==> config.mk <==
export PLATFORM = sky130hd
export DESIGN_NAME = psw_loader
export DESIGN_NICKNAME = d
export VERILOG_FILES = /design/src/hw/rtl/path_segment_wildcard_match_unit_macros.svh /design/src/hw/rtl/psw_pkg.sv /design/src/hw/rtl/psw_loader.sv
export SDC_FILE = /design/constraint.sdc
export NUM_CORES = 1
export LEC_CHECK = 0
export BUFFER_PORTS_ARGS = -buffer_cell sky130_fd_sc_hd__buf_2
export CAP_MARGIN = 20
export CORE_AREA = 5 5 79 81
export DETAILED_ROUTE_END_ITERATION = 8
export DIE_AREA = 0 0 84 86
export PLACE_DENSITY = 0.85
export SLEW_MARGIN = 20
export SYNTH_ARGS = -nofsm -noshare
export SYNTH_HDL_FRONTEND = slang
export SYNTH_SLANG_ARGS = --single-unit
==> constraint.sdc <==
create_clock -name i_clk -period 12.7 [get_ports i_clk]
set_input_delay 0 -clock i_clk [delete_from_list [all_inputs] [get_ports i_clk]]
set_output_delay 0 -clock i_clk [all_outputs]
set_load 0.05 [all_outputs]
==> src/hw/rtl/path_segment_wildcard_match_unit_macros.svh <==
// Assertion macros for the path segment wildcard match unit.
// Included by the RTL files that carry concurrent assertions; depends on nothing.
`ifndef PATH_SEGMENT_WILDCARD_MATCH_UNIT_MACROS_SVH
`define PATH_SEGMENT_WILDCARD_MATCH_UNIT_MACROS_SVH

// The consequent must hold in the same cycle as the antecedent.
`define PSW_ASSERT_SAME(label, clk, rst_n, ante, cons, msg) \
    label: assert property (@(posedge clk) disable iff (!rst_n) (ante) |-> (cons)) \
        else $error(msg);

// The consequent must hold in the cycle after the antecedent.
`define PSW_ASSERT_NEXT(label, clk, rst_n, ante, cons, msg) \
    label: assert property (@(posedge clk) disable iff (!rst_n) (ante) |=> (cons)) \
        else $error(msg);

`endif

==> src/hw/rtl/psw_pkg.sv <==
// Shared types and constants of the path segment wildcard match unit.
// Depends on nothing; used by every RTL module of the unit.
`default_nettype none

package psw_pkg;

    localparam int MAX_SEGMENTS_DEF  = 16;
    localparam int SEGMENT_CHARS_DEF = 255;
    localparam int CHAR_W            = 8;
    localparam int SEG_OUT_W         = 5;

    localparam logic [CHAR_W-1:0] CH_STAR   = 8'h2A;
    localparam logic [CHAR_W-1:0] CH_DOLLAR = 8'h24;
    localparam logic [CHAR_W-1:0] CH_SLASH  = 8'h2F;

    typedef enum logic {
        KIND_PATTERN = 1'b0,
        KIND_PATH    = 1'b1
    } t_kind;

    typedef struct packed {
        logic              empty_string;
        logic              last_byte;
        logic [CHAR_W-1:0] ch;
        t_kind             kind;
    } t_item;

    typedef struct packed {
        logic [SEG_OUT_W-1:0] segments_matched;
        logic                 matched;
    } t_result;

endpackage

`default_nettype wire

==> src/hw/rtl/psw_loader.sv <==
// Pattern loader: splits pattern items into segments and writes the character
// and segment stores. Uses psw_pkg.
`default_nettype none

module psw_loader #(
    parameter int  MAX_SEGMENTS  = psw_pkg::MAX_SEGMENTS_DEF,
    parameter int  SEGMENT_CHARS = psw_pkg::SEGMENT_CHARS_DEF,
    localparam int IW   = $clog2(MAX_SEGMENTS + 1),
    localparam int LW   = $clog2(SEGMENT_CHARS + 1),
    localparam int SAW  = (MAX_SEGMENTS > 1) ? $clog2(MAX_SEGMENTS) : 1,
    localparam int CAW  = (MAX_SEGMENTS * SEGMENT_CHARS > 1) ?
                          $clog2(MAX_SEGMENTS * SEGMENT_CHARS) : 1
) (
    input  wire logic                          i_clk,
    input  wire logic                          i_rst_n,
    input  wire logic                          i_accept,
    input  wire psw_pkg::t_item                i_item,
    output logic      [IW-1:0]                 o_pattern_count,
    output logic                               o_char_we,
    output logic      [CAW-1:0]                o_char_waddr,
    output logic      [psw_pkg::CHAR_W-1:0]    o_char_wdata,
    output logic                               o_seg_we,
    output logic      [SAW-1:0]                o_seg_waddr,
    output logic      [LW:0]                   o_seg_wdata
);

    import psw_pkg::*;

    localparam int SUMW = IW + LW + CHAR_W;

    logic              r_load_active, n_load_active;
    logic [IW-1:0]     r_pc, n_pc;
    logic [LW-1:0]     r_lcc, n_lcc;
    logic [CHAR_W-1:0] r_first, n_first;

    logic              w_go, w_pc_ok, w_take, w_slash, w_add, w_store, w_fin;
    logic              w_commit, w_wild;
    logic [IW-1:0]     w_eff_pc;
    logic [LW-1:0]     w_eff_lcc, w_lcc_mid, w_commit_lcc;
    logic [CHAR_W-1:0] w_eff_first, w_first_mid, w_commit_first;
    logic [SUMW-1:0]   w_waddr_full;

    always_comb begin
        w_go        = i_accept && (i_item.kind == KIND_PATTERN);
        w_eff_pc    = r_load_active ? r_pc    : '0;
        w_eff_lcc   = r_load_active ? r_lcc   : '0;
        w_eff_first = r_load_active ? r_first : '0;
        w_pc_ok     = w_eff_pc < IW'(MAX_SEGMENTS);
        w_take      = !i_item.empty_string && w_pc_ok;
        w_slash     = w_take && (i_item.ch == CH_SLASH);
        w_add       = w_take && (i_item.ch != CH_SLASH);
        w_store     = w_add && (w_eff_lcc < LW'(SEGMENT_CHARS));
        w_fin       = i_item.empty_string || i_item.last_byte;

        if (w_slash) begin
            w_lcc_mid = '0;
        end else if (w_store) begin
            w_lcc_mid = w_eff_lcc + LW'(1);
        end else begin
            w_lcc_mid = w_eff_lcc;
        end

        if (w_slash) begin
            w_first_mid = '0;
        end else if (w_add && (w_eff_lcc == '0)) begin
            w_first_mid = i_item.ch;
        end else begin
            w_first_mid = w_eff_first;
        end

        w_commit_lcc   = w_slash ? w_eff_lcc   : w_lcc_mid;
        w_commit_first = w_slash ? w_eff_first : w_first_mid;
        w_commit       = (w_slash || w_fin) && (w_commit_lcc != '0) && w_pc_ok;
        w_wild         = ((w_commit_lcc == LW'(1)) && (w_commit_first == CH_STAR)) ||
                         (w_commit_first == CH_DOLLAR);

        w_waddr_full = SUMW'(w_eff_pc) * SUMW'(SEGMENT_CHARS) + SUMW'(w_eff_lcc);
    end

    always_comb begin
        n_load_active = r_load_active;
        n_pc          = r_pc;
        n_lcc         = r_lcc;
        n_first       = r_first;
        if (w_go) begin
            n_load_active = !w_fin;
            n_pc          = w_eff_pc + IW'(w_commit);
            n_lcc         = w_fin ? '0 : w_lcc_mid;
            n_first       = w_fin ? '0 : w_first_mid;
        end
    end

    always_ff @(posedge i_clk) begin
        if (!i_rst_n) begin
            r_load_active <= 1'b0;
            r_pc          <= '0;
            r_lcc         <= '0;
            r_first       <= '0;
        end else begin
            r_load_active <= n_load_active;
            r_pc          <= n_pc;
            r_lcc         <= n_lcc;
            r_first       <= n_first;
        end
    end

    assign o_pattern_count = r_pc;
    assign o_char_we       = w_go && w_store;
    assign o_char_waddr    = w_waddr_full[CAW-1:0];
    assign o_char_wdata    = i_item.ch;
    assign o_seg_we        = w_go && w_commit;
    assign o_seg_waddr     = w_eff_pc[SAW-1:0];
    assign o_seg_wdata     = {w_wild, w_commit_lcc};

endmodule

`default_nettype wire

# After elaboration in Yosys (flattened, before gate mapping)
# Index checks and enable logic that the tools add are counted.
[totals]
ff_bits = 22
input_bits = 14
output_inout_bits = 40
wordCells = 45
[op_classes]
add_sub_neg = 3
multipliers = 1
magnitude_cmp = 2
n_eq_ne = 5
n_mux = 11
n_bitwise = 1
reduce_logical = 18
[ops]
columns = ["cell", "count"]
rows = [
  ["two-way mux 8 bit", 10],
  ["== test 8 x 6 -> 1 bit (second input constant)", 3],
  ["adder 12 x 8 -> 12 bit", 1],
  ["multiplier 5 x 8 -> 12 bit (second input constant)", 1],
  ["logical AND 1 bit", 11],
  ["adder 8 x 1 -> 8 bit (second input constant)", 1],
  ["== test 8 x 1 -> 1 bit (second input constant)", 1],
  ["zero test 8 bit", 1],
  ["< comparator 8 bit (second input constant)", 1],
  ["!= test 8 x 6 -> 1 bit (second input constant)", 1],
  ["nonzero test 8 bit", 1],
  ["adder 5 x 1 -> 5 bit", 1],
  ["< comparator 5 bit (second input constant)", 1],
  ["two-way mux 5 bit", 1],
  ["logical OR 1 bit", 3],
  ["zero test 1 bit", 2],
  ["inverter 1 bit", 1],
]

# Depth between registers and ports, before layout
[logic_depth]
ltp_word = 12
ltp_mapped = 17
mapped_depth_nobuf = 15

# Worst setup path before layout
# Ideal clock, no wire load.
[synth_path]
path_type = "reg-to-output"
start = "register r_pc[3] (netlist: o_pattern_count[3])"
end = "output port o_char_waddr[9]"
arrival_time_ps = 5264
required_ps = 12700
path_slack_ps = 7436
stages_incl_launch_ff = 15
n_path_buf = 1
cell_sequence = "dfxtp_1 clkbuf_1 nand2_1 ha_1 xor2_1 inv_1 fa_1 fa_1 inv_1 ha_1 a21oi_1 o21bai_1 a2111oi_0 nor2_1 xnor2_1"
[synth_between]
elab_chain_cells = 3
[synth_rtl]
columns = ["item", "line", "text"]
rows = [
  ["start, declared", "psw_loader.sv:32", "logic [IW-1:0] r_pc, n_pc;"],
  ["start signal, assigned", "psw_loader.sv:101", "r_pc <= n_pc;"],
  ["two-way mux 5 bit", "psw_loader.sv:45", "w_eff_pc = r_load_active ? r_pc : '0;"],
  ["multiplier 5 x 8 -> 12 bit", "psw_loader.sv:77", "w_waddr_full = SUMW'(w_eff_pc) * SUMW'(SEGMENT_CHARS) + SUMW'(w_eff_lcc);"],
  ["adder 12 x 8 -> 12 bit", "psw_loader.sv:77", ""],
  ["end, declared", "psw_loader.sv:20", "output logic [CAW-1:0] o_char_waddr,"],
]
# Every way passes these cells.

# Final worst setup path
[layout_path]
start = "register r_load_active"
end = "output port o_char_waddr[11]"
[layout_between]
elab_chain_cells = 3
word_cells_on_any_way = 4
classes_between = "add/sub: 1; mul: 1; mux: 2"
[layout_rtl]
columns = ["item", "line", "text"]
rows = [
  ["start, declared", "psw_loader.sv:31", "logic r_load_active, n_load_active;"],
  ["start signal, assigned", "psw_loader.sv:100", "r_load_active <= n_load_active;"],
  ["two-way mux 5 bit", "psw_loader.sv:45", ""],
  ["multiplier 5 x 8 -> 12 bit", "psw_loader.sv:77", ""],
  ["adder 12 x 8 -> 12 bit (*)", "psw_loader.sv:77", ""],
]
# Mark *: on every way between the ends. The rest lies on a longest branch, timed or not.

==> impl_metrics.json <==
{
  "cp.required_ns": 12.70,
  "hp-class": "primary input to flip-flop",
  "post-route-worst-setup-slack_ns": 7.036,
  "synth_seq_cells": 22,
  "grt_pass1_wl_um": 9984,
  "grt_usage": 0.1645,
  "via_count": 2204,
  "cts-root-buf": "clkbuf_8",
  "ys_seq_area_frac": 0.1654,
  "finish.instance_area_um2": 2937,
  "clock_path_buffers": 2,
  "yosysTopAreaCell": "dfxtp_1",
  "wl_met2_um": 2879,
  "r2r_slack_ns": 8.96,
  "num-fill-cells": 493,
  "numCtsBuffers": 3,
  "cts_tree": "done",
  "worstPathArrival_ns": 5.66,
  "post_cts_buffers": 0,
  "hold_viol_final": 0,
  "io_buffers": 53,
  "cts_resized": 0,
  "n_antenna_cell": 0,
  "fmax_mhz": 176.6,
  "antenna_found_initial": 0,
  "synthTopCellsByArea": "dfxtp_1, fa_1, ha_1, inv_1, nor2b_1",
  "rsz0062_at_grt": "no",
  "routedWlPerCell_um": 13.91,
  "synthArstFlopShare": 0,
  "min_period_ns": 5.664,
  "power_density_nw_per_um2": 54.79,
  "tightestPinTransition_ns": 0.8927,
  "final-setup-viol-count": 0,
  "path_delay_family": "adder cells",
  "worst_clock_skew_ns": 0.002653,
  "p_leak_nw": 1.459,
  "fp.dieW_um": 84,
  "via_per_inst": 5.285,
  "area_delta_synth_final_pct": 10.29,
  "slew_headroom": 0.4049,
  "met1_length_um": 2565,
  "grt_pass1_vias": 2135,
  "ios": 54,
  "drt-initial-drc-count": 98,
  "drv_slew": 0,
  "grt_max_degree": 24,
  "cp_cell_sequence": "and2_4 -> ha_1 -> xor2_1 -> inv_1 -> fa_1 -> fa_1 -> inv_1 -> ha_1 -> a21oi_1 -> o21bai_1 -> a2111oi_0 -> o31ai_1 -> a21oi_1 -> xnor2_1 -> buf_2",
  "core_um2": 5405,
  "drc": 0,
  "clock_latency_ns": 0.27,
  "drive_above_1_share": 0.2203,
  "vdd_drop_max_uv": 51.20,
  "place_congestion": 0.8551,
  "period_share": 0.4460,
  "crit_path_end_kind": "output port",
  "htreeDepth": 1,
  "synth_area_um2": 2663,
  "worst_path_max_delay_cell": "dfxtp_1",
  "pre_cts_ws_ns": 7.363,
  "ant_nets": 0,
  "cts_hold_buf": 0,
  "start_util": 0.4926,
  "synth_flop_cell": "dfxtp_1",
  "numClockSinks": 22,
  "rows": 27,
  "yosysUniqueCellTypes": 52,
  "crit_path_max_fanout": 23,
  "cp.buffers_inverters": 3,
  "yosysTopAreaCellShare": 0.1654,
  "cap_violations": 0,
  "die_area_um2": 7224,
  "first_pass_iters": 4,
  "outcome": "completed",
  "whs_ns": 0.03711,
  "syn_inst": 309,
  "die_y_um": 86,
  "drt-total-wl_um": 5800,
  "finalCoreUtilization": 0.5433,
  "synth_edf_count": 0,
  "wl_met3_um": 295,
  "place_area_um2": 2865,
  "top_layer": "met4",
  "syn_nets": 366,
  "syn_avg_cell_area_um2": 8.617,
  "dp_hpwl_um": 4783,
  "nets": 403,
  "cp-start-kind": "flip-flop",
  "path_class": "flip-flop to output port",
  "clkTransAtPathRegs_ns": 0.08,
  "slowest_delay_ns": 0.79,
  "grt_remaining_overflow": 0,
  "yosys_warnings": 0,
  "fin_setup_tns_ns": 0
}
final timing paths:
path | startpoint | endpoint | cells after the start
worst max-delay path | r_load_active | o_char_waddr[11] | 15
worst min-delay path | i_item[6] | r_first[5] | 3
worst min register to register | r_first[5] | r_first[5] | 2
worst max register to register | r_load_active | o_pattern_count[4] | 15
cell families (layout without fill, tap and decap cells):
family                   after synthesis  after routing  synth area share
AO/OA/AOI/OAI                         54             54            0.1424
XOR/XNOR                              21             21           0.07472
adder cells (fa/ha/maj)               43             43            0.2585
buffers and inverters                 72            108            0.1292
flip-flops                            22             22            0.1654
multiplexers                           7              7           0.02679
AND/OR/NAND/NOR                       90             90            0.2030
metrics by stage:
step | total power, W | instances
2_1_floorplan | 0.00009183 | 309
3_3_place_gp | 0.00009604 | 413
3_5_place_dp | 0.00009644 | 413
4_1_cts | 0.0001613 | 417
5_1_grt | 0.0001676 | 417
6_report | 0.0001609 | 417
tightest hold or removal path: cells and delay by family:
| family | cells | cell delay, ns |
|---|---|---|
| compound gates | 1 | 0.08 |
| buf+inv | 1 | 0.10 |
| simple gates | 1 | 0.10 |
final cells by class:
| cell class | instances | area (µm²) | area share |
|---|---|---|---|
| Tap cell | 72 | 90.09 | 0.03068 |
| Sequential cell | 22 | 440.4 | 0.1500 |
| Inverter | 51 | 191.4 | 0.06519 |
| Timing Repair Buffer | 53 | 265.3 | 0.09033 |
| Multi-Input combinational cell | 215 | 1878 | 0.6395 |
| Clock inverter | 1 | 30.03 | 0.01023 |
| Clock buffer | 3 | 41.29 | 0.01406 |
sequential cells by signal, summed over array words and instances, names as in the netlist:
signal,flops
r_first,8
r_load_active,1
o_pattern_count,5
r_lcc,8
routing by layer:
| layer | up-vias | GRT usage |
|---|---|---|
| li1 | 1092 | - |
| met1 | 1052 | 0.2168 |
| met2 | 54 | 0.2813 |
| met3 | 6 | 0.03650 |
| met4 | 0 | 0.02778 |
| met5 | - | 0 |
cell usage after synthesis, types with 3 or more instances:
library cell / count
a21boi_0: 3
a21o_1: 3
a21oi_1: 13
a22oi_1: 16
and2_1: 4
buf_4: 11
buf_6: 4
clkbuf_1: 4
dfxtp_1: 22
fa_1: 20
ha_1: 23
inv_1: 50
mux2i_1: 6
nand2_1: 21
nand3_1: 5
nand4_1: 4
nor2_1: 10
nor2b_1: 21
nor3_1: 4
nor4_1: 4
o21ai_0: 5
xnor2_1: 13
xor2_1: 6
report_power, final:
group	internal (W)	total, W	switching (W)	leakage, nW
logic	0.00000767	0.0000244	0.0000168	1.25
clock network	0.0000421	0.0000660	0.0000239	0.0357
registers	0.0000695	0.0000704	0.000000936	0.177
total	0.000119	0.000161	0.0000416	1.46
cells in the final DEF (no fill, tap or decap), drive strengths merged, types with 6 or more instances in the layout:
master,count
buf,53
inv,51
ha,23
dfxtp,22
nand2,21
nor2b,21
fa,20
a22oi,16
xnor2,14
a21oi,13
nor2,10
xor2,7
nor4,7
mux2i,6
Power figures use the tool's default switching activity.
