**src/hw/rtl/path_segment_wildcard_match_unit_macros.svh**
```systemverilog
// Assertion macros for the path segment wildcard match unit.
// Included by the RTL files that carry concurrent assertions; depends on nothing.
`ifndef PATH_SEGMENT_WILDCARD_MATCH_UNIT_MACROS_SVH
`define PATH_SEGMENT_WILDCARD_MATCH_UNIT_MACROS_SVH

// The consequent must hold in the same cycle as the antecedent.
`define PSW_ASSERT_SAME(label, clk, rst_n, ante, cons, msg) \
    label: assert property (@(posedge clk) disable iff (!rst_n) (ante) |-> (cons)) \
        else $error(msg);

// The consequent must hold in the cycle after the antecedent.
`define PSW_ASSERT_NEXT(label, clk, rst_n, ante, cons, msg) \
    label: assert property (@(posedge clk) disable iff (!rst_n) (ante) |=> (cons)) \
        else $error(msg);

`endif

```
**src/hw/rtl/psw_pkg.sv**
```systemverilog
// Shared types and constants of the path segment wildcard match unit.
// Depends on nothing; used by every RTL module of the unit.
`default_nettype none

package psw_pkg;

    localparam int MAX_SEGMENTS_DEF  = 16;
    localparam int SEGMENT_CHARS_DEF = 255;
    localparam int CHAR_W            = 8;
    localparam int SEG_OUT_W         = 5;

    localparam logic [CHAR_W-1:0] CH_STAR   = 8'h2A;
    localparam logic [CHAR_W-1:0] CH_DOLLAR = 8'h24;
    localparam logic [CHAR_W-1:0] CH_SLASH  = 8'h2F;

    typedef enum logic {
        KIND_PATTERN = 1'b0,
        KIND_PATH    = 1'b1
    } t_kind;

    typedef struct packed {
        logic              empty_string;
        logic              last_byte;
        logic [CHAR_W-1:0] ch;
        t_kind             kind;
    } t_item;

    typedef struct packed {
        logic [SEG_OUT_W-1:0] segments_matched;
        logic                 matched;
    } t_result;

endpackage

`default_nettype wire

```
**src/hw/rtl/psw_ram.sv**
```systemverilog
// Single-port-write, single-port-read synchronous RAM with a registered read port.
// A write to the address being read is forwarded to the read data. Uses psw_pkg.
`default_nettype none

module psw_ram #(
    parameter int  DEPTH = psw_pkg::MAX_SEGMENTS_DEF,
    parameter int  DW    = psw_pkg::CHAR_W,
    localparam int AW    = (DEPTH > 1) ? $clog2(DEPTH) : 1
) (
    input  wire logic          i_clk,
    input  wire logic          i_we,
    input  wire logic [AW-1:0] i_waddr,
    input  wire logic [DW-1:0] i_wdata,
    input  wire logic [AW-1:0] i_raddr,
    output logic      [DW-1:0] o_rdata
);

    logic [DW-1:0] mem_data [DEPTH];
    logic [DW-1:0] r_rdata;

    always_ff @(posedge i_clk) begin
        if (i_we) begin
            mem_data[i_waddr] <= i_wdata;
        end
    end

    always_ff @(posedge i_clk) begin
        if (i_we && (i_waddr == i_raddr)) begin
            r_rdata <= i_wdata;
        end else begin
            r_rdata <= mem_data[i_raddr];
        end
    end

    assign o_rdata = r_rdata;

endmodule

`default_nettype wire

```
**config.mk**
```make
export PLATFORM = sky130hd
export DESIGN_NAME = psw_ram
export DESIGN_NICKNAME = d
export VERILOG_FILES = /design/src/hw/rtl/path_segment_wildcard_match_unit_macros.svh /design/src/hw/rtl/psw_pkg.sv /design/src/hw/rtl/psw_ram.sv
export SDC_FILE = /design/constraint.sdc
export NUM_CORES = 1
export LEC_CHECK = 0
export BUFFER_PORTS_ARGS = -buffer_cell sky130_fd_sc_hd__buf_2
export CORE_MARGIN = 4
export CORE_UTILIZATION = 30
export DETAILED_ROUTE_END_ITERATION = 10
export GPL_ROUTABILITY_DRIVEN = 1
export PLACE_DENSITY = 0.54
export SLEW_MARGIN = 10
export SYNTH_ARGS = -nofsm -noshare
export SYNTH_HDL_FRONTEND = slang
export SYNTH_SLANG_ARGS = --single-unit
```
**constraint.sdc**
```tcl
create_clock -name i_clk -period 2.32 [get_ports i_clk]
set_clock_uncertainty 0.05 [all_clocks]
set_input_delay 0.464 -clock i_clk [delete_from_list [all_inputs] [get_ports i_clk]]
set_output_delay 0.464 -clock i_clk [all_outputs]
set_load 0.01 [all_outputs]
```
# After elaboration in Yosys (flattened, before gate mapping)
# Memories as Yosys holds them, arrays and structs flattened. A register that Yosys moved wholly into a read port is not among the register bits.
# Index checks and enable logic that the tools add are counted.
classes:
  muxes: 2
ops:
  columns: ["operator", "count"]
  rows:
  - ["$mux W1", 2]
word_totals:
  output_inout_bits: 8
  ram_bits: 128
  ff_bits: 0
  input_bits: 18
  mem_count: 1
  wordCells: 3
memory_table:
  columns: ["memory", "words", "word_bits", "read_ports", "rd_ports_with_merged_regs", "wr", "line", "text"]
  rows:
  - ["mem_data", 16, 8, 1, 1, 1, "psw_ram.sv:18", "logic [DW-1:0] mem_data [DEPTH];"]

# Depth between registers and ports, before layout
# Gate-level depths: netlist (run 1).
logic_depth:
  word_depth: 2
  ltp_mapped: 5
  depth_no_buf: 3

# Least setup slack after synthesis (run 1)
# OpenSTA, ideal clock, no wires.
synth_timing:
  path_type: "input to register"
  start: "input i_waddr[2]"
  end: "memory mem_data[0][0] (netlist bit), enable pin"
  t_required_ns: 1.887
  slack_ns: 0.313
  path_buffers: 0
  t_arrival_ns: 1.574
  setup_ns: 0.383
  cell_stages: 2
  path_cell_list: "or3b_2 > nor3_1"
synth_rtl:
  columns: ["item", "line", "text"]
  rows:
  - ["start: declaration", "psw_ram.sv:12", "input wire logic [AW-1:0] i_waddr,"]
  - ["end: declaration", "psw_ram.sv:18", null]
# No word-level cell before the write port.

==> results of run 1 <==
[final timing paths]
kind	endpoint	slack [ps]	cells past startpoint
worst min-delay path	flip-flop	100	1
worst max-delay path	o_rdata[3]	-230	6
[placed cells by master (no fill, tap or decap), types with 2 or more instances in the layout]
cell,instances
edfxtp_1,128
mux4_2,27
buf_2,25
buf_4,24
clkbuf_16,18
a22oi_2,12
nor2_1,12
nand2_1,9
mux4_1,5
a22oi_1,4
nor3_1,4
clkinv_2,4
clkbuf_1,4
bufinv_16,4
dfxtp_1,3
nand3b_1,2
nand2b_1,2
clkinvlp_4,2
buf_12,2
[repair_timing]
action                     4_1_cts  5_1_grt
hold endpoints to repair         0        0
cloned                           1        1
gates resized for setup         19        8
buffers inserted                 3        0
pin swaps                        7        0
setup endpoints to repair        8        8
[critical path, delay by kind of cell (launching register included)]
| family | cells | cell delay (ps) |
|---|---|---|
| multiplexers | 1 | 510 |
| flip-flops | 1 | 470 |
| buffers and inverters | 3 | 420 |
| AO/OA/AOI/OAI | 1 | 160 |
| AND/OR/NAND/NOR | 1 | 70 |
[power by group through the flow]
stage	Combinational [mW]	Clock [mW]	Sequential (mW)
CTS	0.292	2.75	2.68
global placement	0.263	0	2.73
finish	0.295	2.70	2.68
floorplan	0.150	0	2.72
global route	0.322	2.86	2.69
detailed placement	0.267	0	2.73
[through the flow]
stage	area, um2	hold slack [ps]	setup TNS, ps	power [mW]	util (%)
after floorplan	5070	442	0	2.87	-
after detailed placement	5590	518	0	3.00	33.7
after CTS	6270	86.8	-1720	5.72	37.8
final	6300	99.3	-1540	5.68	38.0
after global placement	5590	523	0	2.99	33.7
after global routing	6300	81.1	-2290	5.87	38.0
[final cells by class]
cell class | count | area (um2)
fill | 1523 | 10300
sequential | 132 | 3930
multi-input combinational | 83 | 1090
timing repair buffer | 54 | 413
clock inverter | 11 | 159
tap | 220 | 275
clock buffer | 21 | 440
[kinds of logic (layout without fill, tap and decap cells)]
kind of cell | count (synthesis) | count (layout) | synth area share [%]
buffers and inverters | 10 | 86 | 1.70
AO/OA/AOI/OAI | 16 | 16 | 2.37
multiplexers | 32 | 32 | 15.3
flip-flops | 132 | 132 | 77.4
AND/OR/NAND/NOR | 35 | 35 | 3.23
[layer usage]
| metal | up-vias | track usage, % |
|---|---|---|
| met5 | - | 0 |
| met4 | 0 | 3.95 |
| met3 | 10 | 4.35 |
| met2 | 72 | 19.3 |
| met1 | 1289 | 16.0 |
| li1 | 1077 | - |
[Yosys cell counts, drive strengths merged]
cell / instances
nor2b: 1
edfxtp: 128
a22oi: 16
dfxtp: 4
nand2b: 2
nand3: 1
buf: 7
and2b: 1
or3b: 1
nand2: 9
and2: 1
mux4: 32
nor2: 13
clkdlybuf4s25: 3
nand3b: 2
nor3: 4
==> reports/results.txt, run 1 <==
The flow ran to the end, but the final reports show violations. The checks that failed: negative setup slack. In this run the power density over the cells is 901 nW/um2.

No sink is reached through more buffers than the 2 on the longest clock path. Area enclosed by the die boundary: 19000 um2. The clock tree synthesis step divided the H-tree into 4 levels. The slowest stage of the critical path is the mux4_2 cell.

The relative slew slack was 52.1%. STA classifies the critical path endpoint as an output pin. The logs give 392 MHz for the achievable clock frequency and 4 for the first-pass iteration count of the detailed router.

Synthesis instantiated 19 different standard cells from the library. The clock slew at the register clock pins of the worst setup and hold paths came out at 60 ps. For the pin with the worst max-slew slack, the measured transition is 718 ps. The average size of a mapped cell works out to 22.5 um2.

The net switching share of the total power works out to 19.3%. The cell sitting at the root of the clock tree is a clkbuf_16. More flip-flops sit in one register than any other, and that register is mem_data. The net switching power is 1.09 mW. In this run the static leakage power is 2.09 nW. The floorplan has 47 rows.

The number of flip-flops in the largest register is 128, and the count of hold-fix buffers inserted at cts is 0. Detailed routing placed a total of 592 um of wire on met3. By area the synthesized netlist is led by edfxtp_1 76%, mux4_2 8.0%, mux4_1 7.3%. For the max-capacitance violation count, the log shows 0. Sequential elements use 77.4% of the synthesized area. The number of clock buffers added by TritonCTS is 17.

The average routed wire per standard cell is 20.6 um, and the number of hold violations in the final report is 0. The endpoint arrival time on the critical path is 2040 ps, and the placed wire-length estimate after detailed placement is 6770 um. The synthesized design contains 132 register bits.

From synthesis to final layout, the design area changed by 24.4%. Entering global routing, the biggest net connects 23 pins. The tools report the share of power burned in the clock network as 47.6%.

The setup path with the least slack is of type reg -> out. Measured along the x axis, the die boundary spans 138 um. The worst path required time came out at 1810 ps. The clock period minus worst slack was 2550 ps; the number of max-slew violations in the final report was 0.

The clock net in this run drives a total of 132 sinks. The final cycle utilization of the critical path came out at 110%. The number of vias after detailed routing was 2448; the largest fanout on the critical path was 7. The path class of the tightest hold or removal check is in -> reg.

Of the cells placed in the final design, the portion with a size suffix greater than 1 is 41.2%. For this run the aggregate overflow at the end of global routing stands at 0. At the placement stage, the worst setup path has a slack of 145 ps. The initial antenna violation count came out at 0. The worst-case IR drop observed on VDD is 0.538 mV. The run gives 280 as the count of routing violations after the opening detailed-route iteration. Setup repair after global routing could not meet its margin everywhere.

0 antenna diodes ended up in the layout. In the routed design, unresolved DRC markers number 0. The highest cell delay on the worst timing path is 510 ps. For the number of non-filler instances in the completed layout, the log shows 521. During I/O placement, the number of pins put on the boundary was 26. The count of buffers from port buffering was 25; the synthesized instance count was 225. The largest registers in the layout are mem_data x128.

Setup violations remaining at the end of the flow were counted as 8. The vertical extent of the die is 138 um, and the routed metal-1 wirelength is 4700 um. The tools report the beginning of the worst hold path as i_raddr[1]. Yosys synthesis warning count: 0. The synthesized design spends more area on one cell type than any other, namely edfxtp_1. The number of global-route vias before repair came out at 2623. The net count of the finished layout is 306. For this block, the routed nets add up to 10800 um of wire.

The initial core utilization is 30.6%. Global routing used 12.3% of the available tracks. The logs give -232 ps for the worst-case setup margin in the final layout and 5.2% for the part of the total power dissipated in combinational logic. The internal power summed over all cells was 4.59 mW; the mean number of vias per cell was 4.70.

When the netlist entered floorplanning its net count stood at 243. The worst setup path is launched from a flip-flop. After detailed routing, the met2 layer carries 5340 um of wire. The topmost layer with routed signal wires is met4. In this run the standard cell core region covers 16600 um2. Routability-driven placement finished with a final weighted congestion of 0.692. The first global-routing pass estimated 16200 um of wire.

The detail route stage leaves a number of antenna-violating nets equal to 0. TritonCTS built the clock tree. The top cell type's share of synthesized area came out at 75.9%. The share of total power dissipated in sequential elements is 47.2%. The cell count after placement came out at 484. The critical path goes through buf_12, buf_4, mux4_2, a22oi_2, nand2_1, buf_2.

After synthesis the cells add up to 5070 um2.
Note: power is estimated with default switching activity, not from simulation.
==> run 2, diff against run 1 <==
--- a/config.mk
+++ b/config.mk
@@ -5,6 +5,7 @@
 export SDC_FILE = /design/constraint.sdc
 export NUM_CORES = 1
 export LEC_CHECK = 0
+export ABC_AREA = 1
 export BUFFER_PORTS_ARGS = -buffer_cell sky130_fd_sc_hd__buf_2
 export CORE_MARGIN = 4
 export CORE_UTILIZATION = 30
==> reports/results.txt, run 2 <==
The flow ran to the end, and the final reports show no timing, DRC or antenna violations. The leakage dissipation was 2.91 nW (+39%); the number of hold violations in the final report was 0 (unchanged). The fraction of final layout cells with drive strength greater than 1 is 13.1% (-28 points). In the layout the commonest cells are 173 x nand2_1, 128 x edfxtp_1, 99 x inv_1. For the worst path required time, the log shows 1810 ps (about the same). The H-tree depth is 4 (unchanged). The clock period minus worst slack works out to 2220 ps (-329 ps). The multiplexer area fraction after synthesis is 0% (-15 points). The main combinational cell family by area after synthesis is simple AND/OR/NAND/NOR gates. The count of buffers from port buffering was 25 (unchanged); the total global routing overflow was 0 (unchanged). The run gives 0 (unchanged) as the max-capacitance violation count. The most used standard cell by instance count after synthesis is nand2_1. The initial antenna violation count is 0 (unchanged), and the net count of the mapped netlist is 565 (+130%).

Most flop-heavy register: mem_data. The average routed wire per standard cell came out at 17.4 um (-16%). The post-synthesis adder-cell area fraction came out at 0% (unchanged). STA classifies the critical path endpoint as an output pin.

Setup repair after global routing left no endpoint under its margin. The run gives 12 (-7) as the number of distinct library cells after synthesis. For the yosys synthesis warning count, the log shows 0 (unchanged). The die extent in x was 146 um (+5.6%); the total track usage was 13.8% (+1.5 points). The logs give 26 (unchanged) for the number of ports placed on the die boundary and 0 (unchanged) for the remaining antenna violation count.

Leading area contributor after synthesis: edfxtp_1. The proportion of synthesized chip area in sequential cells was 69.0% (-8.4 points); the placed wire-length estimate after detailed placement was 8910 um (+32%). Count of routing violations after the opening detailed-route iteration: 321 (+15%). The final setup violation count is 0 (-8), and the worst IR drop on VDD is 0.555 mV (+3.2%).

The routed wire length is 14600 um (+35%), and the antenna diode count is 0 (unchanged). The main flop type after synthesis was edfxtp_1. The DRC violation count after routing was 0 (unchanged); the routability congestion estimate was 0.759 (+9.7%).

Highest cell delay on the worst timing path: 390 ps (-120 ps). Vertical extent of the die: 146 um (+5.6%). The largest net degree at the start of global routing was 49 (+110%); the achievable clock frequency was 450 MHz (+15%). For the final net count, the log shows 611 (+100%). The compound-gate portion of the synthesized area came out at 0% (-2.4 points). The worst hold path belongs to the class in -> reg. The mean number of vias per cell was 4.53 (-3.5%); the transition time of the tightest slew-check pin was 461 ps (-257 ps). Simple-gate share of the synthesized area: 21.3% (+18 points). By instance count, the cell type seen most on the critical path is nand2_1.

The tools report the fill cell instance count of the final layout as 1819 (+19%). The largest registers in the layout are mem_data x128. The tools report the number of vias after detailed routing as 3791 (+55%). The synthesized instance count came out at 547 (+140%). The post-CTS repair timing setup buffer count was 0 (-3); the worst slack on hold paths was 112 ps (+12.2 ps). The critical path is of the reg -> out type.

The final cycle utilization of the critical path was 95.8% (-14 points). The share of async-settable or async-resettable flops after synthesis is 0% (unchanged), and the largest fanout on the critical path is 12 (+5). The logs give 21200 um2 (+11%) for the area enclosed by the die boundary and 18700 um2 (+13%) for the area of the core region. TritonCTS built the clock tree. By area the synthesized netlist is led by edfxtp_1 68%, nand2_1 11%, nand3_1 8.5%.

The first-pass iteration count of the detailed router was 4 (unchanged). The top cell type's share of synthesized area came out at 67.6% (-8.3 points). The number of max-slew violations in the final report is 0 (unchanged), and the average size of a mapped cell is 10.4 um2 (-54%).

The number of buffers added by the clock tree synthesis step is 17 (unchanged), and the number of enable-type register cells in the synthesized netlist is 128 (unchanged). The first-pass GRT wire length is 22100 um (+37%). The largest delay contributor family on the critical path is simple AND/OR/NAND/NOR gates.

For the number of core rows, the log shows 50 (+6.4%). For the initial core utilization, the log shows 30.4% (-0.16 points). In this run the clock root is driven by a clkbuf_16. The number of flip-flops in the largest register was 128 (unchanged). The count of hold-fix buffers inserted at cts was 0 (unchanged).

The total negative slack for setup checks came out at 0 ps (+1540 ps). The worst-case clock buffer depth is 2 (unchanged), and the endpoint arrival time on the critical path is 1710 ps (-330 ps). Signed area change from the synthesized netlist to the final layout: 19.1%. The power density over the cells works out to 808 nW/um2 (-10%).

The relative slew slack came out at 69.1% (+17 points). The commonest cells after synthesis are 173 x nand2_1, 128 x edfxtp_1, 100 x inv_1. Number of buffers and inverters on the critical path: 3 (unchanged). The xor/xnor share of the synthesized area was 0% (unchanged). Startpoint type of the worst setup path: a flip-flop.

The largest individual stage delay along the critical path comes from the cell dfxtp_4. The CTS sink count came out at 132 (unchanged). The flip-flop and latch count after synthesis works out to 132 (unchanged). The signal on the critical path passes through inv_6, buf_12, nand2_1, nand2_1, nand2_1, nand3_1, nand3_1, nand2_1, buf_2. Leaving out fill and tap cells, the most frequent cell in the layout is nand2_1.

The area of the mapped netlist was 5690 um2 (+12%). The clock slew at the register clock pins of the worst setup and hold paths came out at 50 ps (about the same). The number of global-route vias before repair is 3763 (+43%).
[run 2: cell types whose count changed after synthesis, sizes merged, moves of 4 or more]
| cell | before | now |
|---|---|---|
| a22oi | 16 | 0 |
| nor2 | 13 | 17 |
| nor3 | 4 | 0 |
| inv | 0 | 102 |
| mux4 | 32 | 0 |
| nand3 | 1 | 97 |
| nand2 | 9 | 173 |
| buf | 7 | 24 |
[run 2: layout make-up]
class	instances	area, um2	area share (%)
Clock buffer	20	437	6.45
Sequential cell	132	3930	58.0
Inverter	102	394	5.82
Clock inverter	8	88.8	1.31
Tap cell	234	293	4.32
Multi-Input combinational cell	289	1210	17.9
Timing Repair Buffer	51	422	6.22
[run 2: cells by family (layout without fill, tap and decap cells)]
kind of cell | after synthesis | after routing
flops | 132 | 132
buf+inv | 126 | 181
simple gates | 289 | 289
[run 2: worst paths after layout]
| path | start | end | cells after the start |
|---|---|---|---|
| worst max-delay path | flip-flop | o_rdata[4] | 9 |
| worst min-delay path | i_raddr[3] | flip-flop | 1 |
[run 2: stage by stage]
step           std cells  util, %  cell area [um2]  setup WS [ps]  power, mW
3_3_place_gp         805     32.8             6140            423       3.07
2_1_floorplan        547        -             5690            834       2.93
5_1_grt              836     36.2             6780           4.53       5.67
3_5_place_dp         805     32.8             6140            416       3.08
6_report             836     36.2             6780           97.2       5.48
4_1_cts              833     35.7             6670           21.3       5.50
[run 2: repair_timing]
item | CTS | global route
endpoints found under the setup margin | 4 | 7
gates resized for setup | 2 | 9
gates cloned | 0 | 3
[run 2: layer usage]
layer | share of wire [%] | GRT usage, %
met5 | 0 | 0
met4 | 2.6 | 5.46
met3 | 4.6 | 2.99
met2 | 48 | 22.4
met1 | 44 | 18.1
[run 2: report_power, final]
group	switching [mW]	internal, mW
clock network	0.887	1.54
registers	0.0168	2.67
logic	0.246	0.119
