`src/hw/rtl/path_segment_wildcard_match_unit_macros.svh`:
```
// Assertion macros for the path segment wildcard match unit.
// Included by the RTL files that carry concurrent assertions; depends on nothing.
`ifndef PATH_SEGMENT_WILDCARD_MATCH_UNIT_MACROS_SVH
`define PATH_SEGMENT_WILDCARD_MATCH_UNIT_MACROS_SVH

// The consequent must hold in the same cycle as the antecedent.
`define PSW_ASSERT_SAME(label, clk, rst_n, ante, cons, msg) \
    label: assert property (@(posedge clk) disable iff (!rst_n) (ante) |-> (cons)) \
        else $error(msg);

// The consequent must hold in the cycle after the antecedent.
`define PSW_ASSERT_NEXT(label, clk, rst_n, ante, cons, msg) \
    label: assert property (@(posedge clk) disable iff (!rst_n) (ante) |=> (cons)) \
        else $error(msg);

`endif

```
`src/hw/rtl/psw_pkg.sv`:
```
// Shared types and constants of the path segment wildcard match unit.
// Depends on nothing; used by every RTL module of the unit.
`default_nettype none

package psw_pkg;

    localparam int MAX_SEGMENTS_DEF  = 16;
    localparam int SEGMENT_CHARS_DEF = 255;
    localparam int CHAR_W            = 8;
    localparam int SEG_OUT_W         = 5;

    localparam logic [CHAR_W-1:0] CH_STAR   = 8'h2A;
    localparam logic [CHAR_W-1:0] CH_DOLLAR = 8'h24;
    localparam logic [CHAR_W-1:0] CH_SLASH  = 8'h2F;

    typedef enum logic {
        KIND_PATTERN = 1'b0,
        KIND_PATH    = 1'b1
    } t_kind;

    typedef struct packed {
        logic              empty_string;
        logic              last_byte;
        logic [CHAR_W-1:0] ch;
        t_kind             kind;
    } t_item;

    typedef struct packed {
        logic [SEG_OUT_W-1:0] segments_matched;
        logic                 matched;
    } t_result;

endpackage

`default_nettype wire

```
`src/hw/rtl/psw_matcher.sv`:
```
// Path matcher: walks path items against the stored pattern and forms one result
// per path. Prefetches the stores from its next position. Uses psw_pkg and the macros.
`default_nettype none

module psw_matcher #(
    parameter int  MAX_SEGMENTS  = psw_pkg::MAX_SEGMENTS_DEF,
    parameter int  SEGMENT_CHARS = psw_pkg::SEGMENT_CHARS_DEF,
    localparam int IW   = $clog2(MAX_SEGMENTS + 1),
    localparam int LW   = $clog2(SEGMENT_CHARS + 1),
    localparam int SAW  = (MAX_SEGMENTS > 1) ? $clog2(MAX_SEGMENTS) : 1,
    localparam int CAW  = (MAX_SEGMENTS * SEGMENT_CHARS > 1) ?
                          $clog2(MAX_SEGMENTS * SEGMENT_CHARS) : 1
) (
    input  wire logic                       i_clk,
    input  wire logic                       i_rst_n,
    input  wire logic                       i_accept,
    input  wire psw_pkg::t_item             i_item,
    input  wire logic      [IW-1:0]         i_pattern_count,
    input  wire logic [psw_pkg::CHAR_W-1:0] i_rd_char,
    input  wire logic      [LW:0]           i_rd_seg,
    output logic           [CAW-1:0]        o_char_raddr,
    output logic           [SAW-1:0]        o_seg_raddr,
    output logic                            o_res_valid,
    output psw_pkg::t_result                o_res
);

    import psw_pkg::*;

    `include "path_segment_wildcard_match_unit_macros.svh"

    localparam int PCW  = $clog2(SEGMENT_CHARS + 2);
    localparam int SUMW = IW + PCW + CHAR_W;

    logic [IW-1:0]  r_idx, n_idx;
    logic [PCW-1:0] r_cnt, n_cnt;
    logic           r_mism, n_mism;
    logic           r_failed, n_failed;

    logic           w_go, w_fin, w_is_slash, w_in_range, w_wild;
    logic [PCW-1:0] w_len;
    logic [IW-1:0]  w_idx2;
    logic [PCW-1:0] w_cnt1, w_cnt2;
    logic           w_mism1, w_mism2, w_fail1, w_fail2;
    logic [IW+SEG_OUT_W-1:0] w_idx_ext;
    logic [SUMW-1:0] w_raddr_full;

    always_comb begin
        w_go       = i_accept && (i_item.kind == KIND_PATH);
        w_fin      = i_item.empty_string || i_item.last_byte;
        w_is_slash = !i_item.empty_string && (i_item.ch == CH_SLASH);
        w_in_range = r_idx < i_pattern_count;
        w_wild     = i_rd_seg[LW];
        w_len      = PCW'(i_rd_seg[LW-1:0]);

        w_cnt1  = r_cnt;
        w_mism1 = r_mism;
        w_fail1 = r_failed;
        if (!i_item.empty_string && !w_is_slash && !r_failed) begin
            if (!w_in_range) begin
                w_fail1 = 1'b1;
            end else begin
                if (!w_wild) begin
                    if (r_cnt >= w_len) begin
                        w_mism1 = 1'b1;
                    end else if (i_rd_char != i_item.ch) begin
                        w_mism1 = 1'b1;
                    end
                end
                if (r_cnt <= PCW'(SEGMENT_CHARS)) begin
                    w_cnt1 = r_cnt + PCW'(1);
                end
            end
        end

        w_idx2  = r_idx;
        w_cnt2  = w_cnt1;
        w_mism2 = w_mism1;
        w_fail2 = w_fail1;
        if (w_is_slash || w_fin) begin
            if ((w_cnt1 != '0) && !w_fail1) begin
                if (!w_in_range) begin
                    w_fail2 = 1'b1;
                end else if (!w_wild && (w_mism1 || (w_cnt1 != w_len))) begin
                    w_fail2 = 1'b1;
                end else begin
                    w_idx2 = r_idx + IW'(1);
                end
            end
            w_cnt2  = '0;
            w_mism2 = 1'b0;
        end

        w_idx_ext = (IW + SEG_OUT_W)'(w_idx2);
    end

    always_comb begin
        n_idx    = r_idx;
        n_cnt    = r_cnt;
        n_mism   = r_mism;
        n_failed = r_failed;
        if (i_accept) begin
            if ((i_item.kind == KIND_PATTERN) || w_fin) begin
                n_idx    = '0;
                n_cnt    = '0;
                n_mism   = 1'b0;
                n_failed = 1'b0;
            end else begin
                n_idx    = w_idx2;
                n_cnt    = w_cnt2;
                n_mism   = w_mism2;
                n_failed = w_fail2;
            end
        end
        w_raddr_full = SUMW'(n_idx) * SUMW'(SEGMENT_CHARS) + SUMW'(n_cnt);
    end

    always_ff @(posedge i_clk) begin
        if (!i_rst_n) begin
            r_idx    <= '0;
            r_cnt    <= '0;
            r_mism   <= 1'b0;
            r_failed <= 1'b0;
        end else begin
            r_idx    <= n_idx;
            r_cnt    <= n_cnt;
            r_mism   <= n_mism;
            r_failed <= n_failed;
        end
    end

    assign o_char_raddr           = w_raddr_full[CAW-1:0];
    assign o_seg_raddr            = n_idx[SAW-1:0];
    assign o_res_valid            = w_go && w_fin;
    assign o_res.matched          = (i_pattern_count != '0) && !w_fail2 &&
                                    (w_idx2 == i_pattern_count);
    assign o_res.segments_matched = w_idx_ext[SEG_OUT_W-1:0];

    `PSW_ASSERT_SAME(a_idx_within_pattern, i_clk, i_rst_n, 1'b1,
        r_idx <= i_pattern_count, "path index passed the stored segment count")
    `PSW_ASSERT_SAME(a_failed_no_count, i_clk, i_rst_n, r_failed,
        r_cnt == '0, "failed path still counts characters")
    `PSW_ASSERT_SAME(a_mismatch_has_chars, i_clk, i_rst_n, r_mism,
        r_cnt != '0, "segment mismatch flagged with no characters")

endmodule

`default_nettype wire

```
`config.mk`:
```
export PLATFORM = sky130hd
export DESIGN_NAME = psw_matcher
export DESIGN_NICKNAME = d
export VERILOG_FILES = /design/src/hw/rtl/psw_pkg.sv /design/src/hw/rtl/psw_matcher.sv
export VERILOG_INCLUDE_DIRS = /design/src /design/src/hw/rtl
export SDC_FILE = /design/constraint.sdc
export NUM_CORES = 1
export LEC_CHECK = 0
export BUFFER_PORTS_ARGS = -buffer_cell sky130_fd_sc_hd__buf_2
export CORE_UTILIZATION = 62
export DETAILED_ROUTE_END_ITERATION = 6
export PLACE_DENSITY = 0.95
export SETUP_SLACK_MARGIN = 0.15
export SLEW_MARGIN = 5
export SYNTH_ARGS = -nofsm -noshare
export SYNTH_HDL_FRONTEND = slang
export SYNTH_SLANG_ARGS = --single-unit
```
`constraint.sdc`:
```
create_clock -name i_clk -period 12.7 [get_ports i_clk]
set_input_delay 0.635 -clock i_clk [delete_from_list [all_inputs] [get_ports i_clk]]
set_output_delay 0.635 -clock i_clk [all_outputs]
set_load 0.01 [all_outputs]
```
---- Word-level counts from Yosys, hierarchy flattened ----
Index checks and enable logic that the tools add are counted.
operators by class
  $add $sub $neg .......................... 3
  reduce and logical (&&, ||, !) cells .... 21
  bitwise gates (word level) .............. 1
  $mul .................................... 1
  equal/unequal tests ..................... 4
  mux-type cells .......................... 26
  magnitude comparators ................... 3
operator list
  operator                                                               count
  9-bit two-way mux                                                      6
  5-bit two-way mux                                                      6
  1-bit two-way mux                                                      14
  12-bit by 9-bit adder with 12-bit output                               1
  5-bit by 8-bit multiplier with 12-bit output, second input constant    1
  9-bit by 1-bit adder with 9-bit output, second input constant          1
  9-bit by 8-bit greater-or-equal comparator with 1-bit output           1
  9-bit by 8-bit <= comparator with 1-bit output, second input constant  1
  1-bit logical AND                                                      9
  9-bit by 8-bit inequality test with 1-bit output                       1
  9-bit nonzero test                                                     1
  8-bit by 6-bit equality test with 1-bit output, second input constant  1
  8-bit inequality test                                                  1
  1-bit logical NOT                                                      6
  5-bit by 1-bit adder with 5-bit output, second input constant          1
  5-bit equality test                                                    1
  5-bit < comparator                                                     1
  5-bit nonzero test                                                     1
  1-bit logical OR                                                       4
  1-bit inverter                                                         1
storage, ports and cells
  logic and storage cells ................. 63
  bits in registers ....................... 16
  bits of input ports ..................... 36

---- Longest topological paths before layout ----
  word-level depth ........................ 17
  depth in mapped cells ................... 29
  depth with buffers taken out ............ 28

---- Worst setup path after synthesis ----
Ideal clock, no wire load.
  path kind ............................... input-to-output
  from .................................... input port i_pattern_count[4]
  to ...................................... output port o_char_raddr[11]
  path slack .............................. 4872 ps
  stages .................................. 28
  data arrival time ....................... 7193 ps
  path buffers ............................ 1
  cells stage by stage .................... inv_1 -> ha_1 -> a2111oi_4 -> o211ai_4 -> a21o_4 -> buf_6 -> nor2_2 -> xnor2_1 -> or4_1 -> o31a_4 -> o21ai_0 -> and2_1 -> a2bb2oi_1 -> inv_1 -> fa_1 -> inv_1 -> fa_1 -> fa_1 -> inv_1 -> ha_1 -> a21oi_1 -> o21ai_0 -> a21oi_1 -> o21bai_1 -> a21oi_1 -> o21bai_1 -> a21oi_1 -> xnor2_1
between the ends
  longest elaborated chain between the ends .. 14
  elaborated cells between the ends (all ways) .. 24
  those cells by class .................... add/sub: 1; mul: 1; order compare: 1; eq/ne: 1; mux: 15; reduce/logical: 5
ends and longest elaborated chain
  element                                           line                RTL
  start: declaration                                psw_matcher.sv:18   input wire logic [IW-1:0] i_pattern_count,
  5-bit < comparator *                              psw_matcher.sv:51   w_in_range = r_idx < i_pattern_count;
  9-bit two-way mux                                 psw_matcher.sv:59   if (!w_in_range) begin
  9-bit two-way mux                                 psw_matcher.sv:58   if (!i_item.empty_string && !w_is_slash && !r_failed) begin
  9-bit by 8-bit inequality test with 1-bit output  psw_matcher.sv:83   end else if (!w_wild && (w_mism1 || (w_cnt1 != w_len))) begin
  1-bit logical OR                                  psw_matcher.sv:83
  1-bit logical AND                                 psw_matcher.sv:83
  5-bit two-way mux                                 psw_matcher.sv:83
  5-bit two-way mux                                 psw_matcher.sv:81   if (!w_in_range) begin
  5-bit two-way mux *                               psw_matcher.sv:80   if ((w_cnt1 != '0) && !w_fail1) begin
  5-bit two-way mux *                               psw_matcher.sv:79   if (w_is_slash || w_fin) begin
  5-bit two-way mux *                               psw_matcher.sv:102  if ((i_item.kind == KIND_PATTERN) || w_fin) begin
  5-bit two-way mux *                               psw_matcher.sv:101  if (i_accept) begin
  via n_idx[1]                                      psw_matcher.sv:34   logic [IW-1:0] r_idx, n_idx;
  5-bit by 8-bit multiplier with 12-bit output *    psw_matcher.sv:114  w_raddr_full = SUMW'(n_idx) * SUMW'(SEGMENT_CHARS) + SUMW'(n_cnt);
  12-bit by 9-bit adder with 12-bit output *        psw_matcher.sv:114
  end: declaration                                  psw_matcher.sv:21   output logic [CAW-1:0] o_char_raddr,
Mark *: on every way through the listed nets, which the timed path passes. The rest lies on a longest branch.

---- Worst setup path in the final report ----
  from .................................... register r_cnt[2]
  to ...................................... output port o_char_raddr[11]
between the ends
  longest elaborated chain between the ends .. 15
  elaborated cells between the ends (all ways) .. 26
  those cells by class .................... add/sub: 2; mul: 1; order compare: 2; eq/ne: 1; mux: 16; reduce/logical: 4
ends and longest elaborated chain
  element                                                                                line                                  RTL
  start: declaration                                                                     psw_matcher.sv:35                     logic [PCW-1:0] r_cnt, n_cnt;
  start signal: assignment                                                               psw_matcher.sv:125                    r_cnt <= n_cnt;
  9-bit by 1-bit adder with 9-bit output (tied with other cells)                         psw_matcher.sv:70                     w_cnt1 = r_cnt + PCW'(1);
  9-bit two-way mux or 1-bit two-way mux (tied branches)                                 psw_matcher.sv:69, psw_matcher.sv:63
  9-bit two-way mux or 1-bit two-way mux (tied branches)                                 psw_matcher.sv:59, psw_matcher.sv:62
  9-bit two-way mux or 1-bit two-way mux (tied branches)                                 psw_matcher.sv:58, psw_matcher.sv:59
  9-bit by 8-bit inequality test with 1-bit output or 1-bit two-way mux (tied branches)  psw_matcher.sv:83, psw_matcher.sv:58
  1-bit logical OR                                                                       psw_matcher.sv:83
  1-bit logical AND                                                                      psw_matcher.sv:83
  5-bit two-way mux                                                                      psw_matcher.sv:83
  5-bit two-way mux                                                                      psw_matcher.sv:81
  5-bit two-way mux                                                                      psw_matcher.sv:80
  5-bit two-way mux                                                                      psw_matcher.sv:79
  5-bit two-way mux                                                                      psw_matcher.sv:102
  5-bit two-way mux                                                                      psw_matcher.sv:101
  5-bit by 8-bit multiplier with 12-bit output                                           psw_matcher.sv:114
  12-bit by 9-bit adder with 12-bit output *                                             psw_matcher.sv:114
Mark *: on every way between the ends. The rest lies on a longest branch, timed or not.

==> run_results.csv <==
group,metric,value,unit
timing,fin_crit,8.79,ns
cells_and_area,syn_to_final_growth,10.5,%
min_path,hold_start,"r_mism$_SDFFE_PN0P_",
cells_and_area,seqCellArea,320,um2
timing,setup_viol,0,
floorplan,initial_core_util,65.9,%
global_route,grt_usage,31.3,%
power,power.density,35.8,nW/um2
power,ir_worst_vdd,0.0470,mV
global_route,antenna_found_initial,0,
cells_and_area,drive_above_1_share,17.7,%
logic_synthesis,yosys.area.top_type,"fa_1",
critical_path,critPathBufInv,4,
global_route,grt_overflow,0,
clocking,cts.htree.levels,1,
logic_synthesis,synth_edf_count,0,
critical_path,arrival,8.16,ns
place,port_buffers,58,
floorplan,die_area,5440,um2
cells_and_area,n_fill_cell,379,
cells_and_area,finalNonFillerCells,518,
clocking,numCtsBuffers,3,
timing,slew_viol_final,0,
logic_synthesis,ys_ff_latch,16,
global_route,grt_max_degree,17,
critical_path,critical-path-max-stage-delay,0.71,ns
logic_synthesis,yosysSeqAreaShare,10.0,%
logic_synthesis,syn_inst,404,
place,hpwl,6720,um
drt,drtIter0Drc,162,
logic_synthesis,synth_area_per_cell,7.90,um2
critical_path,critPathRequiredTime,12.06,ns
global_route,grt_pass1_vias,2957,
logic_synthesis,yosys.area.top_type_share,13.8,%
floorplan,io_pins,59,
critical_path,setup.worst_path.class,"reg -> out",
timing,hold_viol,0,
logic_synthesis,async_reset_ff_share,0,%
drt,viasPerCell,5.88,
critical_path,reg2reg_to,"r_idx[1]$_SDFF_PN0_",
timing,max_slew_margin,53.5,%
cells_and_area,nets,546,
logic_synthesis,yosys_most_used_dff,"dfxtp_1",
logic_synthesis,synth_cell_types,65,
critical_path,crit_slowest_cell,"nor4b_2",
critical_path,cp_top_family,"compound AO/OA/AOI/OAI gates",
logic_synthesis,yosys_warnings,0,
drt,drt_wl_total,7930,um
clocking,cts_hold_buf,0,
critical_path,startpoint_type,"register",
clocking,ctsResizeCount,0,
critical_path,r2r_slack,8.45,ns
floorplan,num_rows,25,
min_path,hold_path.class,"reg -> reg",
logic_synthesis,synth_area_leaders,"fa_1 (14%), ha_1 (14%), dfxtp_1 (10%)",
timing,timing.fmax,0.114,GHz
logic_synthesis,netlist_area,3190,um2
run_status,outcome,"finished, final reports clean",
timing,holdWs,0.562,ns
critical_path,r2r-start,"r_cnt[2]$_SDFF_PN0_",
floorplan,coreArea,4850,um2
timing,min_period_over_period,69.2,%
clocking,cts.sinks,16,
place,place_inst,515,
critical_path,critical_path_peak_fanout,13,
min_path,min_to,"r_mism$_SDFFE_PN0P_",
floorplan,die_h,73.8,um
drt,ant_nets,0,
timing,finalSetupTns,0,ns
clocking,post_cts_buffers,0,
timing,tightest_slew,0.680,ns
drt,vias,3048,
drt,drc_errors,0,
clocking,cts_tree,"built",
cells_and_area,final_util,72.8,%
place,gp_congestion,0.983,
drt,drt-pass1-iter-count,5,
flow_run,maxCapViolations,0,
floorplan,die_w,73.8,um
clocking,clkLatencyLatePin,0.25,ns
clocking,root_buffer,"clkbuf_8",
critical_path,worst_r2r_path_depth,10,
drt,wl_per_cell,15.3,um
global_route,grt_pass1_wl,13100,um
clocking,cts_buffer_depth,2,
critical_path,end_kind,"primary output",
timing,rsz0062_at_grt,"no",
critical_path,crit_path_frequent_cell,"a21oi_1",
clocking,path_clk_slew,0.06,ns
power,p_leak,1.75,nW
timing,fin_skew,0.000953,ns
logic_synthesis,syn_nets,497,
power,finalPower,0.126,mW
cells_and_area,multi_input_area,2540,um2
min_path,hold_depth,2,
cells_and_area,antenna_cells,0,
layout by cell type, fill, tap and decap left out, drive strengths merged, types with 3 or more instances in the layout:
cell type   n
o31a        3
nand2      19
xnor2      25
a31oi       4
clkbuf      3
o21ai      24
mux2i       6
a21o        5
nand4       6
buf        58
nor4        4
or3         4
nor3       12
fa         22
nand3      11
o31ai       5
ha         35
inv        68
a2111oi     3
nor2b      12
and2        8
a21oi      22
dfxtp      16
nor2       30
xor2        9
worst min-delay path: cells and delay by family, from the launching register on:
| kind | cells | cell delay [ns] |
|---|---|---|
| DFF | 1 | 0.34 |
| and+or+nand+nor | 1 | 0.11 |
| AOI/OAI and AO/OA | 1 | 0.08 |
Yosys cell counts (all sizes together) (2+ instances only):
| library cell | n |
|---|---|
| nor4 | 4 |
| a22oi | 2 |
| o21ai | 24 |
| o211ai | 2 |
| o31a | 3 |
| nand2 | 19 |
| nor3 | 12 |
| nor2 | 30 |
| nand2b | 2 |
| nor2b | 12 |
| a311oi | 2 |
| and2 | 8 |
| a2111o | 2 |
| xor2 | 9 |
| or2 | 2 |
| or3 | 4 |
| o21bai | 2 |
| nor3b | 2 |
| clkbuf | 6 |
| ha | 35 |
| a2111oi | 3 |
| inv | 68 |
| o31ai | 5 |
| mux2i | 6 |
| fa | 22 |
| xnor2 | 25 |
| nand3 | 11 |
| dfxtp | 16 |
| a31oi | 4 |
| o22ai | 2 |
| a21oi | 22 |
| buf | 8 |
| o41ai | 2 |
| a21o | 5 |
| nand4 | 6 |
kinds of logic (layout without fill, tap and decap cells):
family                     after synthesis  count (layout)  share of synthesized area [%]
muxes                                    7               7                           2.23
xor gates and xnor gates                34              34                           9.56
and+or+nand+nor                        116             116                           19.5
AOI/OAI and AO/OA                       91              91                           20.4
DFF                                     16              16                           10.0
adders and majority gates               58              58                           27.8
buffers and inverters                   82             129                           10.5
sequential cells by signal (all words and copies together) (netlist names):
register  cells
r_idx         5
r_cnt         9
r_mism        1
r_failed      1
final cells by class:
type                            instances  share of cell area (%)
Sequential cell                        16                    9.07
Clock buffer                            3                    1.17
Tap cell                               67                    2.38
Timing Repair Buffer                   58                    8.22
Multi-Input combinational cell        306                    71.9
Inverter                               68                    7.23
routing by layer:
| metal | track usage, % | routed length, um | up-vias |
|---|---|---|---|
| li1 | - | - | 1475 |
| met1 | 38.6 | 3320 | 1425 |
| met2 | 55.4 | 3940 | 136 |
| met3 | 5.49 | 542 | 12 |
| met4 | 8.97 | 124 | 0 |
| met5 | 0 | 0 | - |
power breakdown:
part           total [mW]  internal, mW  switching [mW]
sequential         0.0505        0.0503        0.000235
combinational      0.0371        0.0156          0.0215
clock              0.0388        0.0211          0.0178
stage by stage:
| step | instance area [um2] | worst slack (ns) |
|---|---|---|
| 3_5_place_dp | 3490 | 4.00 |
| 3_3_place_gp | 3490 | 4.26 |
| 5_1_grt | 3530 | 3.28 |
| 6_report | 3530 | 3.91 |
| 4_1_cts | 3530 | 3.93 |
| 2_1_floorplan | 3190 | 4.87 |
worst max-delay path by stage:
stage                         from                to  slack [ns]  cells after the start
2_1_floorplan   i_pattern_count[4]  o_char_raddr[11]        4.87                     28
3_3_place_gp    i_pattern_count[4]  o_char_raddr[11]        4.26                     29
3_5_place_dp    i_pattern_count[4]  o_char_raddr[11]        4.00                     29
4_1_cts         i_pattern_count[4]  o_char_raddr[11]        3.93                     29
5_1_grt         i_pattern_count[4]  o_char_raddr[11]        3.28                     28
6_report       r_cnt[2]$_SDFF_PN0_  o_char_raddr[11]        3.91                     25
(Power assumes the default switching activity.)
